File: src/rtl/core/hsp_pkg.sv
// Shared widths, register indexes and the configuration struct of the strip partitioner.
package hsp_pkg;

    localparam int ROW_W    = 16;
    localparam int HALO_W   = 7;
    localparam int STRIDE_W = 16;
    localparam int BYTES_W  = 32;
    localparam int PACK_W   = 40;
    localparam int INDEX_W  = 6;
    localparam int COUNT_W  = 7;
    localparam int ADDR_W   = 4;
    localparam int DATA_W   = 32;

    localparam logic [1:0] REG_IMAGE_ROWS = 2'd0;
    localparam logic [1:0] REG_HALO_ROWS  = 2'd1;
    localparam logic [1:0] REG_STRIDE     = 2'd2;

    typedef struct packed {
        logic [ROW_W-1:0]    image_rows;
        logic [HALO_W-1:0]   halo_rows;
        logic [STRIDE_W-1:0] row_pitch;
    } cfg_t;

endpackage

File: src/rtl/core/halo_strip_partitioner_unit.sv
// Strip partitioner top level: command port, part sequencer and shared stride multiplier.
//
// Pulse start while busy is low to split the image into part_count strips (0 means one,
// counts above MAX_PARTS saturate). The block divides the row count by the part count in
// a one-bit-per-cycle divider, then walks the parts in order; each part passes a row
// figure step (ST_ROWS) and four steps (ST_MUL0-ST_MUL3) on a single 16x16 multiplier
// that scales them by the row stride. No new item is taken until the last part is out.
// Each result is shown for exactly one cycle with strobe high and must be taken then; the
// receiver cannot stall it. last marks the final part. busy drops in the cycle that shows
// the final result, so the next item may be started then. Configure the registers only
// while busy is low.
module halo_strip_partitioner_unit #(
    parameter int MAX_PARTS = 64,
    parameter int ROW_BITS  = 16
)
(
    input  logic                        clk,
    input  logic                        rst_n,
    input  logic                        psel,
    input  logic                        penable,
    input  logic                        pwrite,
    input  logic [hsp_pkg::ADDR_W-1:0]  paddr,
    input  logic [hsp_pkg::DATA_W-1:0]  pwdata,
    output logic [hsp_pkg::DATA_W-1:0]  prdata,
    output logic                        pready,
    input  logic                        start,
    input  logic [hsp_pkg::COUNT_W-1:0] part_count,
    output logic                        busy,
    output logic                        strobe,
    output logic [hsp_pkg::INDEX_W-1:0] part_index,
    output logic [hsp_pkg::ROW_W-1:0]   own_start_row,
    output logic [hsp_pkg::ROW_W-1:0]   own_rows,
    output logic [hsp_pkg::ROW_W-1:0]   send_start_row,
    output logic [hsp_pkg::ROW_W-1:0]   send_row_count,
    output logic [hsp_pkg::BYTES_W-1:0] send_bytes,
    output logic [hsp_pkg::BYTES_W-1:0] source_offset_bytes,
    output logic [hsp_pkg::BYTES_W-1:0] recv_bytes,
    output logic [hsp_pkg::BYTES_W-1:0] recv_offset_bytes,
    output logic [hsp_pkg::PACK_W-1:0]  packed_offset_bytes,
    output logic                        last
);
    import hsp_pkg::*;

    localparam int PW = (MAX_PARTS >= 127) ? COUNT_W : $clog2(MAX_PARTS + 1);
    localparam logic [ROW_W-1:0] ROW_MASK =
        (ROW_BITS >= ROW_W) ? {ROW_W{1'b1}} : ROW_W'((32'd1 << ROW_BITS) - 32'd1);

    localparam logic [2:0] ST_IDLE = 3'd0;
    localparam logic [2:0] ST_DIV  = 3'd1;
    localparam logic [2:0] ST_ROWS = 3'd2;
    localparam logic [2:0] ST_MUL0 = 3'd3;
    localparam logic [2:0] ST_MUL1 = 3'd4;
    localparam logic [2:0] ST_MUL2 = 3'd5;
    localparam logic [2:0] ST_MUL3 = 3'd6;

    cfg_t             cfg;
    logic [ROW_W-1:0] h;
    logic             accept;
    logic [8:0]       req_parts;
    logic [8:0]       sat_parts;

    logic [2:0]       state_reg;
    logic [2:0]       state_next;
    logic [PW-1:0]    parts_reg;
    logic [PW-1:0]    idx_reg;
    logic [ROW_W-1:0] q_reg;
    logic [PW-1:0]    r_reg;
    logic [ROW_W-1:0] start_acc_reg;
    logic [ROW_W-1:0] start_w_reg;
    logic [ROW_W-1:0] num_w_reg;
    logic [ROW_W-1:0] sstart_w_reg;
    logic [ROW_W-1:0] srows_w_reg;
    logic [BYTES_W-1:0] sbytes_w_reg;
    logic [BYTES_W-1:0] soff_w_reg;
    logic [BYTES_W-1:0] rbytes_w_reg;
    logic [PACK_W-1:0]  running_reg;

    logic             div_done;
    logic [ROW_W-1:0] div_quo;
    logic [PW-1:0]    div_rem;
    logic             part_last;

    logic [ROW_W-1:0] num_c;
    logic [ROW_W-1:0] sstart_c;
    logic [ROW_W+1:0] send_wide;
    logic [ROW_W-1:0] send_c;
    logic [ROW_W-1:0] srows_c;
    logic [ROW_W-1:0] mul_a;
    logic [BYTES_W-1:0] mul_prod;

    logic               strobe_reg;
    logic [INDEX_W-1:0] part_index_reg;
    logic [ROW_W-1:0]   own_start_reg;
    logic [ROW_W-1:0]   own_rows_reg;
    logic [ROW_W-1:0]   send_start_reg;
    logic [ROW_W-1:0]   send_row_count_reg;
    logic [BYTES_W-1:0] send_bytes_reg;
    logic [BYTES_W-1:0] src_off_reg;
    logic [BYTES_W-1:0] recv_bytes_reg;
    logic [BYTES_W-1:0] recv_off_reg;
    logic [PACK_W-1:0]  packed_reg;
    logic               last_reg;

    hsp_apb_regs u_regs
    (
        .clk     (clk),
        .rst_n   (rst_n),
        .psel    (psel),
        .penable (penable),
        .pwrite  (pwrite),
        .paddr   (paddr),
        .pwdata  (pwdata),
        .prdata  (prdata),
        .pready  (pready),
        .cfg     (cfg)
    );

    assign h      = cfg.image_rows & ROW_MASK;
    assign busy   = (state_reg != ST_IDLE);
    assign accept = start && !busy;

    // Zero parts means one; clip at the configured maximum.
    always_comb
    begin
        req_parts = (part_count == '0) ? 9'd1 : {2'b00, part_count};
        sat_parts = (req_parts > 9'(MAX_PARTS)) ? 9'(MAX_PARTS) : req_parts;
    end

    hsp_divider #(
        .DIV_W (PW)
    ) u_div
    (
        .clk       (clk),
        .rst_n     (rst_n),
        .load      (accept),
        .dividend  (h),
        .divisor   (PW'(sat_parts)),
        .done      (div_done),
        .quotient  (div_quo),
        .remainder (div_rem)
    );

    assign part_last = (idx_reg == parts_reg - PW'(1));

    // Row figures of the current part; its start is the sum of the earlier strips.
    always_comb
    begin
        num_c     = q_reg + ((idx_reg < r_reg) ? ROW_W'(1) : ROW_W'(0));
        sstart_c  = (start_acc_reg > {{(ROW_W-HALO_W){1'b0}}, cfg.halo_rows})
                    ? start_acc_reg - {{(ROW_W-HALO_W){1'b0}}, cfg.halo_rows}
                    : '0;
        send_wide = {2'b00, start_acc_reg} + {2'b00, num_c}
                    + {{(ROW_W+2-HALO_W){1'b0}}, cfg.halo_rows};
        send_c    = (send_wide > {2'b00, h}) ? h : send_wide[ROW_W-1:0];
        srows_c   = (sstart_c < send_c) ? send_c - sstart_c : '0;
    end

    // One shared multiplier; the state picks the row figure to scale.
    always_comb
    begin
        unique case (state_reg)
            ST_MUL0: mul_a = srows_w_reg;
            ST_MUL1: mul_a = sstart_w_reg;
            ST_MUL2: mul_a = num_w_reg;
            ST_MUL3: mul_a = start_w_reg;
            default: mul_a = '0;
        endcase
        mul_prod = {{(BYTES_W-ROW_W){1'b0}}, mul_a}
                 * {{(BYTES_W-STRIDE_W){1'b0}}, cfg.row_pitch};
    end

    always_comb
    begin
        state_next = state_reg;
        unique case (state_reg)
            ST_IDLE: if (accept)   state_next = ST_DIV;
            ST_DIV:  if (div_done) state_next = ST_ROWS;
            ST_ROWS: state_next = ST_MUL0;
            ST_MUL0: state_next = ST_MUL1;
            ST_MUL1: state_next = ST_MUL2;
            ST_MUL2: state_next = ST_MUL3;
            ST_MUL3: state_next = part_last ? ST_IDLE : ST_ROWS;
            default: state_next = ST_IDLE;
        endcase
    end

    always_ff @(posedge clk or negedge rst_n)
    begin
        if (!rst_n)
        begin
            state_reg     <= ST_IDLE;
            strobe_reg    <= 1'b0;
            parts_reg     <= '0;
            idx_reg       <= '0;
            q_reg         <= '0;
            r_reg         <= '0;
            start_acc_reg <= '0;
            running_reg   <= '0;
        end
        else
        begin
            state_reg  <= state_next;
            strobe_reg <= (state_reg == ST_MUL3);
            if (accept)
            begin
                parts_reg     <= PW'(sat_parts);
                idx_reg       <= '0;
                start_acc_reg <= '0;
                running_reg   <= '0;
            end
            if (state_reg == ST_DIV && div_done)
            begin
                q_reg <= div_quo;
                r_reg <= div_rem;
            end
            if (state_reg == ST_ROWS)
            begin
                start_acc_reg <= start_acc_reg + num_c;
            end
            if (state_reg == ST_MUL3)
            begin
                idx_reg     <= idx_reg + PW'(1);
                running_reg <= running_reg + {{(PACK_W-BYTES_W){1'b0}}, sbytes_w_reg};
            end
        end
    end

    always_ff @(posedge clk)
    begin
        unique case (state_reg)
            ST_ROWS:
            begin
                start_w_reg  <= start_acc_reg;
                num_w_reg    <= num_c;
                sstart_w_reg <= sstart_c;
                srows_w_reg  <= srows_c;
            end
            ST_MUL0: sbytes_w_reg <= mul_prod;
            ST_MUL1: soff_w_reg   <= mul_prod;
            ST_MUL2: rbytes_w_reg <= mul_prod;
            ST_MUL3:
            begin
                part_index_reg     <= INDEX_W'(idx_reg);
                own_start_reg      <= start_w_reg;
                own_rows_reg       <= num_w_reg;
                send_start_reg     <= sstart_w_reg;
                send_row_count_reg <= srows_w_reg;
                send_bytes_reg     <= sbytes_w_reg;
                src_off_reg        <= soff_w_reg;
                recv_bytes_reg     <= rbytes_w_reg;
                recv_off_reg       <= mul_prod;
                packed_reg         <= running_reg;
                last_reg           <= part_last;
            end
            default: ;
        endcase
    end

    assign strobe              = strobe_reg;
    assign part_index          = part_index_reg;
    assign own_start_row       = own_start_reg;
    assign own_rows            = own_rows_reg;
    assign send_start_row      = send_start_reg;
    assign send_row_count      = send_row_count_reg;
    assign send_bytes          = send_bytes_reg;
    assign source_offset_bytes = src_off_reg;
    assign recv_bytes          = recv_bytes_reg;
    assign recv_offset_bytes   = recv_off_reg;
    assign packed_offset_bytes = packed_reg;
    assign last                = last_reg;

    a_strobe_after_mul: assert property (@(posedge clk) disable iff (!rst_n)
        strobe |-> $past(state_reg) == ST_MUL3)
        else $error("result strobe without a finished multiply pass");

    a_accept_busy: assert property (@(posedge clk) disable iff (!rst_n)
        accept |=> busy)
        else $error("busy not raised after an accepted item");

    a_last_frees: assert property (@(posedge clk) disable iff (!rst_n)
        (strobe && last) |-> !busy)
        else $error("still busy after the final part");

    a_idx_range: assert property (@(posedge clk) disable iff (!rst_n)
        (state_reg == ST_ROWS) |-> (idx_reg < parts_reg))
        else $error("part index ran past the part count");

endmodule

File: src/rtl/core/hsp_apb_regs.sv
// APB configuration registers: image rows, halo rows and row stride.
module hsp_apb_regs
(
    input  logic                       clk,
    input  logic                       rst_n,
    input  logic                       psel,
    input  logic                       penable,
    input  logic                       pwrite,
    input  logic [hsp_pkg::ADDR_W-1:0] paddr,
    input  logic [hsp_pkg::DATA_W-1:0] pwdata,
    output logic [hsp_pkg::DATA_W-1:0] prdata,
    output logic                       pready,
    output hsp_pkg::cfg_t              cfg
);
    import hsp_pkg::*;

    logic [ROW_W-1:0]    image_rows_reg;
    logic [HALO_W-1:0]   halo_rows_reg;
    logic [STRIDE_W-1:0] stride_reg;
    logic                wr_en;

    assign pready = 1'b1;
    assign wr_en  = psel && penable && pwrite;

    always_ff @(posedge clk or negedge rst_n)
    begin
        if (!rst_n)
        begin
            image_rows_reg <= '0;
            halo_rows_reg  <= '0;
            stride_reg     <= '0;
        end
        else if (wr_en)
        begin
            unique case (paddr[3:2])
                REG_IMAGE_ROWS: image_rows_reg <= pwdata[ROW_W-1:0];
                REG_HALO_ROWS:  halo_rows_reg  <= pwdata[HALO_W-1:0];
                REG_STRIDE:     stride_reg     <= pwdata[STRIDE_W-1:0];
                default:        ;
            endcase
        end
    end

    always_comb
    begin
        unique case (paddr[3:2])
            REG_IMAGE_ROWS: prdata = {{(DATA_W-ROW_W){1'b0}}, image_rows_reg};
            REG_HALO_ROWS:  prdata = {{(DATA_W-HALO_W){1'b0}}, halo_rows_reg};
            REG_STRIDE:     prdata = {{(DATA_W-STRIDE_W){1'b0}}, stride_reg};
            default:        prdata = '0;
        endcase
    end

    assign cfg.image_rows = image_rows_reg;
    assign cfg.halo_rows  = halo_rows_reg;
    assign cfg.row_pitch  = stride_reg;

endmodule

File: src/rtl/core/hsp_divider.sv
// Restoring divider: row count by part count, one quotient bit per cycle.
module hsp_divider #(
    parameter int DIV_W = 7
)
(
    input  logic                      clk,
    input  logic                      rst_n,
    input  logic                      load,
    input  logic [hsp_pkg::ROW_W-1:0] dividend,
    input  logic [DIV_W-1:0]          divisor,
    output logic                      done,
    output logic [hsp_pkg::ROW_W-1:0] quotient,
    output logic [DIV_W-1:0]          remainder
);
    import hsp_pkg::*;

    localparam int CNT_W = $clog2(ROW_W + 1);

    logic [ROW_W-1:0] quo_reg;
    logic [ROW_W-1:0] quo_next;
    logic [DIV_W-1:0] rem_reg;
    logic [DIV_W-1:0] rem_next;
    logic [DIV_W-1:0] dsr_reg;
    logic [CNT_W-1:0] cnt_reg;
    logic             done_reg;
    logic [DIV_W:0]   trial;
    logic [DIV_W:0]   diff;
    logic             fits;

    // Shift the next dividend bit into the partial remainder and try a subtract.
    always_comb
    begin
        trial    = {rem_reg, quo_reg[ROW_W-1]};
        diff     = trial - {1'b0, dsr_reg};
        fits     = trial >= {1'b0, dsr_reg};
        rem_next = fits ? diff[DIV_W-1:0] : trial[DIV_W-1:0];
        quo_next = {quo_reg[ROW_W-2:0], fits};
    end

    always_ff @(posedge clk or negedge rst_n)
    begin
        if (!rst_n)
        begin
            cnt_reg  <= '0;
            done_reg <= 1'b0;
        end
        else if (load)
        begin
            cnt_reg  <= CNT_W'(ROW_W);
            done_reg <= 1'b0;
        end
        else
        begin
            done_reg <= (cnt_reg == CNT_W'(1));
            if (cnt_reg != '0)
            begin
                cnt_reg <= cnt_reg - CNT_W'(1);
            end
        end
    end

    always_ff @(posedge clk)
    begin
        if (load)
        begin
            quo_reg <= dividend;
            rem_reg <= '0;
            dsr_reg <= divisor;
        end
        else if (cnt_reg != '0)
        begin
            quo_reg <= quo_next;
            rem_reg <= rem_next;
        end
    end

    assign done      = done_reg;
    assign quotient  = quo_reg;
    assign remainder = rem_reg;

endmodule

File: config.mk
export PLATFORM = sky130hd
export DESIGN_NAME = halo_strip_partitioner_unit
export DESIGN_NICKNAME = d
export VERILOG_FILES = /design/src/rtl/core/hsp_pkg.sv /design/src/rtl/core/halo_strip_partitioner_unit.sv /design/src/rtl/core/hsp_apb_regs.sv /design/src/rtl/core/hsp_divider.sv
export SDC_FILE = /design/constraint.sdc
export NUM_CORES = 2
export LEC_CHECK = 0
export ABC_AREA = 1
export BUFFER_PORTS_ARGS = -buffer_cell sky130_fd_sc_hd__buf_2
export CAP_MARGIN = 20
export CORE_ASPECT_RATIO = 0.8
export CORE_MARGIN = 3
export CORE_UTILIZATION = 40
export DETAILED_ROUTE_END_ITERATION = 10
export GPL_ROUTABILITY_DRIVEN = 0
export PLACE_DENSITY = 0.69
export SLEW_MARGIN = 10
export SYNTH_ARGS = -nofsm -noshare
export SYNTH_HDL_FRONTEND = slang
export SYNTH_HIERARCHICAL = 1
export SYNTH_SLANG_ARGS = --single-unit
File: constraint.sdc
create_clock -name clk -period 7.7 [get_ports clk]
set_input_delay 0.385 -clock clk [delete_from_list [all_inputs] [get_ports clk]]
set_output_delay 0.385 -clock clk [all_outputs]
set_load 0.01 [all_outputs]
==> summary.md <==
| Metric | Value |
|---|---|
| #FFs+latches synth | `roughly 570` |
| Clk slew on worst S/H paths | `roughly 70 ps` |
| P&R area growth vs syn | `15.3%` |
| Layout cells sized above 1 | `between 10% and 20%` |
| Register area | `16400 um^2` |
| # H-tree levels | `2` |
| Total track usage | `roughly 21%` |
| Crit path max fanout | `17` |
| Hpwl dp | `78.9 mm` |
| Initial antenna violation count | `0` |
| Syn Inst Count | `3652` |
| Yosys warns | `6` |
| Multi-input gate area | `16800 um^2` |
| Outcome | `completed` |
| Min cycle time layout | `7320 ps` |
| Distinct cells, synth | `64` |
| Antenna cells | `0` |
| Vias | `about 27000` |
| Cell Area, Synth | `roughly 36000 um^2` |
| Max Slew Vio Count | `0` |
| Max Clk Rate | `0.137 GHz` |
| Post-synth EDFFs | `422` |
| Drt drc | `0` |
| CTS tree | `done` |
| Vias in the first global route | `between 20000 and 30000` |
| PortBufs | `~290` |
| Post-synth top area share | `between 30% and 40%` |
| Worst slew pin tran | `a little over 1000 ps` |
| Worst path required time | `just over 8000 ps` |
| Die width | `roughly 340 um` |
| Routed vias/inst | `5.13` |
| Fin Hold WS | `just over 30 ps` |
| Top FF cell, synth | `edfxtp_1` |
| Setup Skew | `30.7 ps` |
| Largest net degree at the start of global routing | `roughly 160` |
| Post-synth ARST share | `roughly a quarter` |
| R2r setup slk | `approximately 380 ps` |
| Root Driver | `clkbuf_16` |
| Cell taking the most area after synthesis | `edfxtp_1` |
| Overall routed net length | `102 mm` |
| Io pins | `323` |
| CTS Buf Count | `55` |
| Die extent in y | `between 200 and 300 um` |
| Core area | `roughly 88000 um^2` |
| HP Start | `part_count[6]` |
| Worst Setup SP | `state_reg[0]` |
| # clock sinks | `approximately 570` |
| Post-route ant nets | `0` |
| DR iter-0 viols | `~2900` |
| Router iterations before antenna repair | `6` |
| Register area share after synthesis | `between 40 and 50%` |
| Cells taking the most area after synthesis | `edfxtp_1 (36%), fa_1 (12%), nand2_1 (10%)` |
| FILL cells | `between 8000 and 9000` |
| Max Cap Viol | `0` |
| Rows | `between 90 and 100` |
| Slew headroom | `32.7%` |
| Cell Area, Placed | `38800 um^2` |
| CP Capture Type | `flip-flop` |
| Worst setup SP type | `flip-flop` |
| Clock latency on the worst-skew pair | `between 600 and 700 ps` |
| Final Cell Area | `41000 um^2` |
| Clock Path Buffers | `3` |
| Die ar. | `roughly 92000 um^2` |
| CP arrival | `roughly 7700 ps` |
| Nets | `4537` |
| Endpoints failing hold | `0` |
| Min-Delay Path Class | `in -> reg` |
| Post-route clock period utilization | `between 90% and 100%` |
| Routed len/inst | `a little under 20 um` |
| Worst Setup Path Type | `reg -> reg` |
| Setup violators final | `0` |
| Avg Cell Area, Syn | `a little under 10 um^2` |
| Initial Utilization | `around two fifths` |
| Total gr overflow | `0` |
| RR Startpoint | `state_reg[0]` |
| First-pass GRT wire length | `approximately 150 mm` |
cells in the final DEF, fill, tap and decap left out, types with 35 or more instances in the layout:
master	count
a21oi_1	155
a22o_1	35
buf_2	286
buf_4	107
clkbuf_16	56
dfrtp_1	141
edfxtp_1	422
fa_1	210
ha_1	222
inv_1	501
nand2_1	969
nand3_1	142
nand4_1	41
nor2_1	298
o21ai_0	114
xor2_1	54
logic make-up after synthesis:
family                   after synthesis  synth area share [%]
multiplexers                          10                 0.317
adder cells (fa/ha/maj)              439                  20.0
AO/OA/AOI/OAI                        379                  6.23
AND/OR/NAND/NOR                     1561                  18.4
XOR/XNOR                              75                  1.89
flip-flops                           571                  46.1
buffers and inverters                615                  7.07
other                                  2                0.0211
path summary, 6_finish.rpt:
| kind | end | depth (start not counted) |
|---|---|---|
| max | rbytes_w_reg[22] | 27 |
| min | u_div/dsr_reg[6] | 1 |
| max reg2reg | rbytes_w_reg[22] | 27 |
| min reg2reg | source_offset_bytes[2] | 0 |
| max in group asynchronous | u_regs/image_rows_reg[6] | 3 |
| min in group asynchronous | start_acc_reg[0] | 2 |
cells in the mapped netlist (all sizes together) (2+ instances only):
cell,count
nand2,979
o22ai,9
mux2,10
buf,66
nand3b,17
a21oi,158
inv,528
a22o,35
o21ai,121
conb,2
xor2,56
nor4,5
or2,11
xnor2,18
a31oi,8
clkinv,2
a21boi,10
a32o,3
clkbuf,19
edfxtp,422
o211ai,2
a21o,11
o21a,7
nand3,154
ha,225
dfrtp,142
dfxtp,7
nor3,24
fa,214
nand4,42
nor2,326
nor3b,2
o21bai,7
metrics by stage:
| step | utilization, % | TNS [ps] | std cells | setup slack, ps |
|---|---|---|---|---|
| after global routing | 46.7 | -211 | 5282 | -63.1 |
| after global placement | 44.2 | 0 | 5156 | 278 |
| final | 46.7 | 0 | 5282 | 381 |
| after detailed placement | 44.2 | 0 | 5156 | 188 |
| after CTS | 46.4 | 0 | 5272 | 79.2 |
| after floorplan | - | 0 | 3667 | 922 |
metal layers:
metal	vias to the layer above	global-route usage, %	routed length [um]	part of all wire (%)
met2	1298	32.7	44000	43
met1	13000	31.2	44600	44
li1	12700	-	-	-
met4	0	4.62	2270	2.2
met3	152	5.36	10800	11
met5	-	0	0	0
what timing repair did:
item,CTS,global route
gates resized for setup,0,34
endpoints found under the hold margin,115,0
setup buffers,0,10
hold buffers,14,0
endpoints found under the setup margin,0,56
final cells by class:
cell class / count / area share (%)
Sequential cell: 571 / 40.0
Inverter: 530 / 4.88
Tap cell: 1188 / 3.63
Clock inverter: 36 / 0.901
Clock buffer: 66 / 3.59
Timing Repair Buffer: 410 / 5.92
Multi-Input combinational cell: 2481 / 41.1
critical path, cell delays in order (launching register included):
cell and delay, ps:
dfrtp_1 460, inv_2 170, nand2_2 110, nor2_4 100
buf_4 270, a22o_1 390, nor2_4 100, inv_2 310
nand2_1 150, fa_1 560, inv_1 60, fa_1 530
inv_1 60, fa_1 490, inv_1 50, fa_1 470
inv_1 50, fa_1 530, inv_1 60, fa_1 470
ha_1 370, nand2_1 120, inv_1 80, nand3_1 110
nor2_1 210, nand4_1 180, nand3_1 170, xor2_1 400
Power is left out: the tool's default activity adds up to more than one toggle a clock period on the data nets, which glitch-free logic cannot reach.
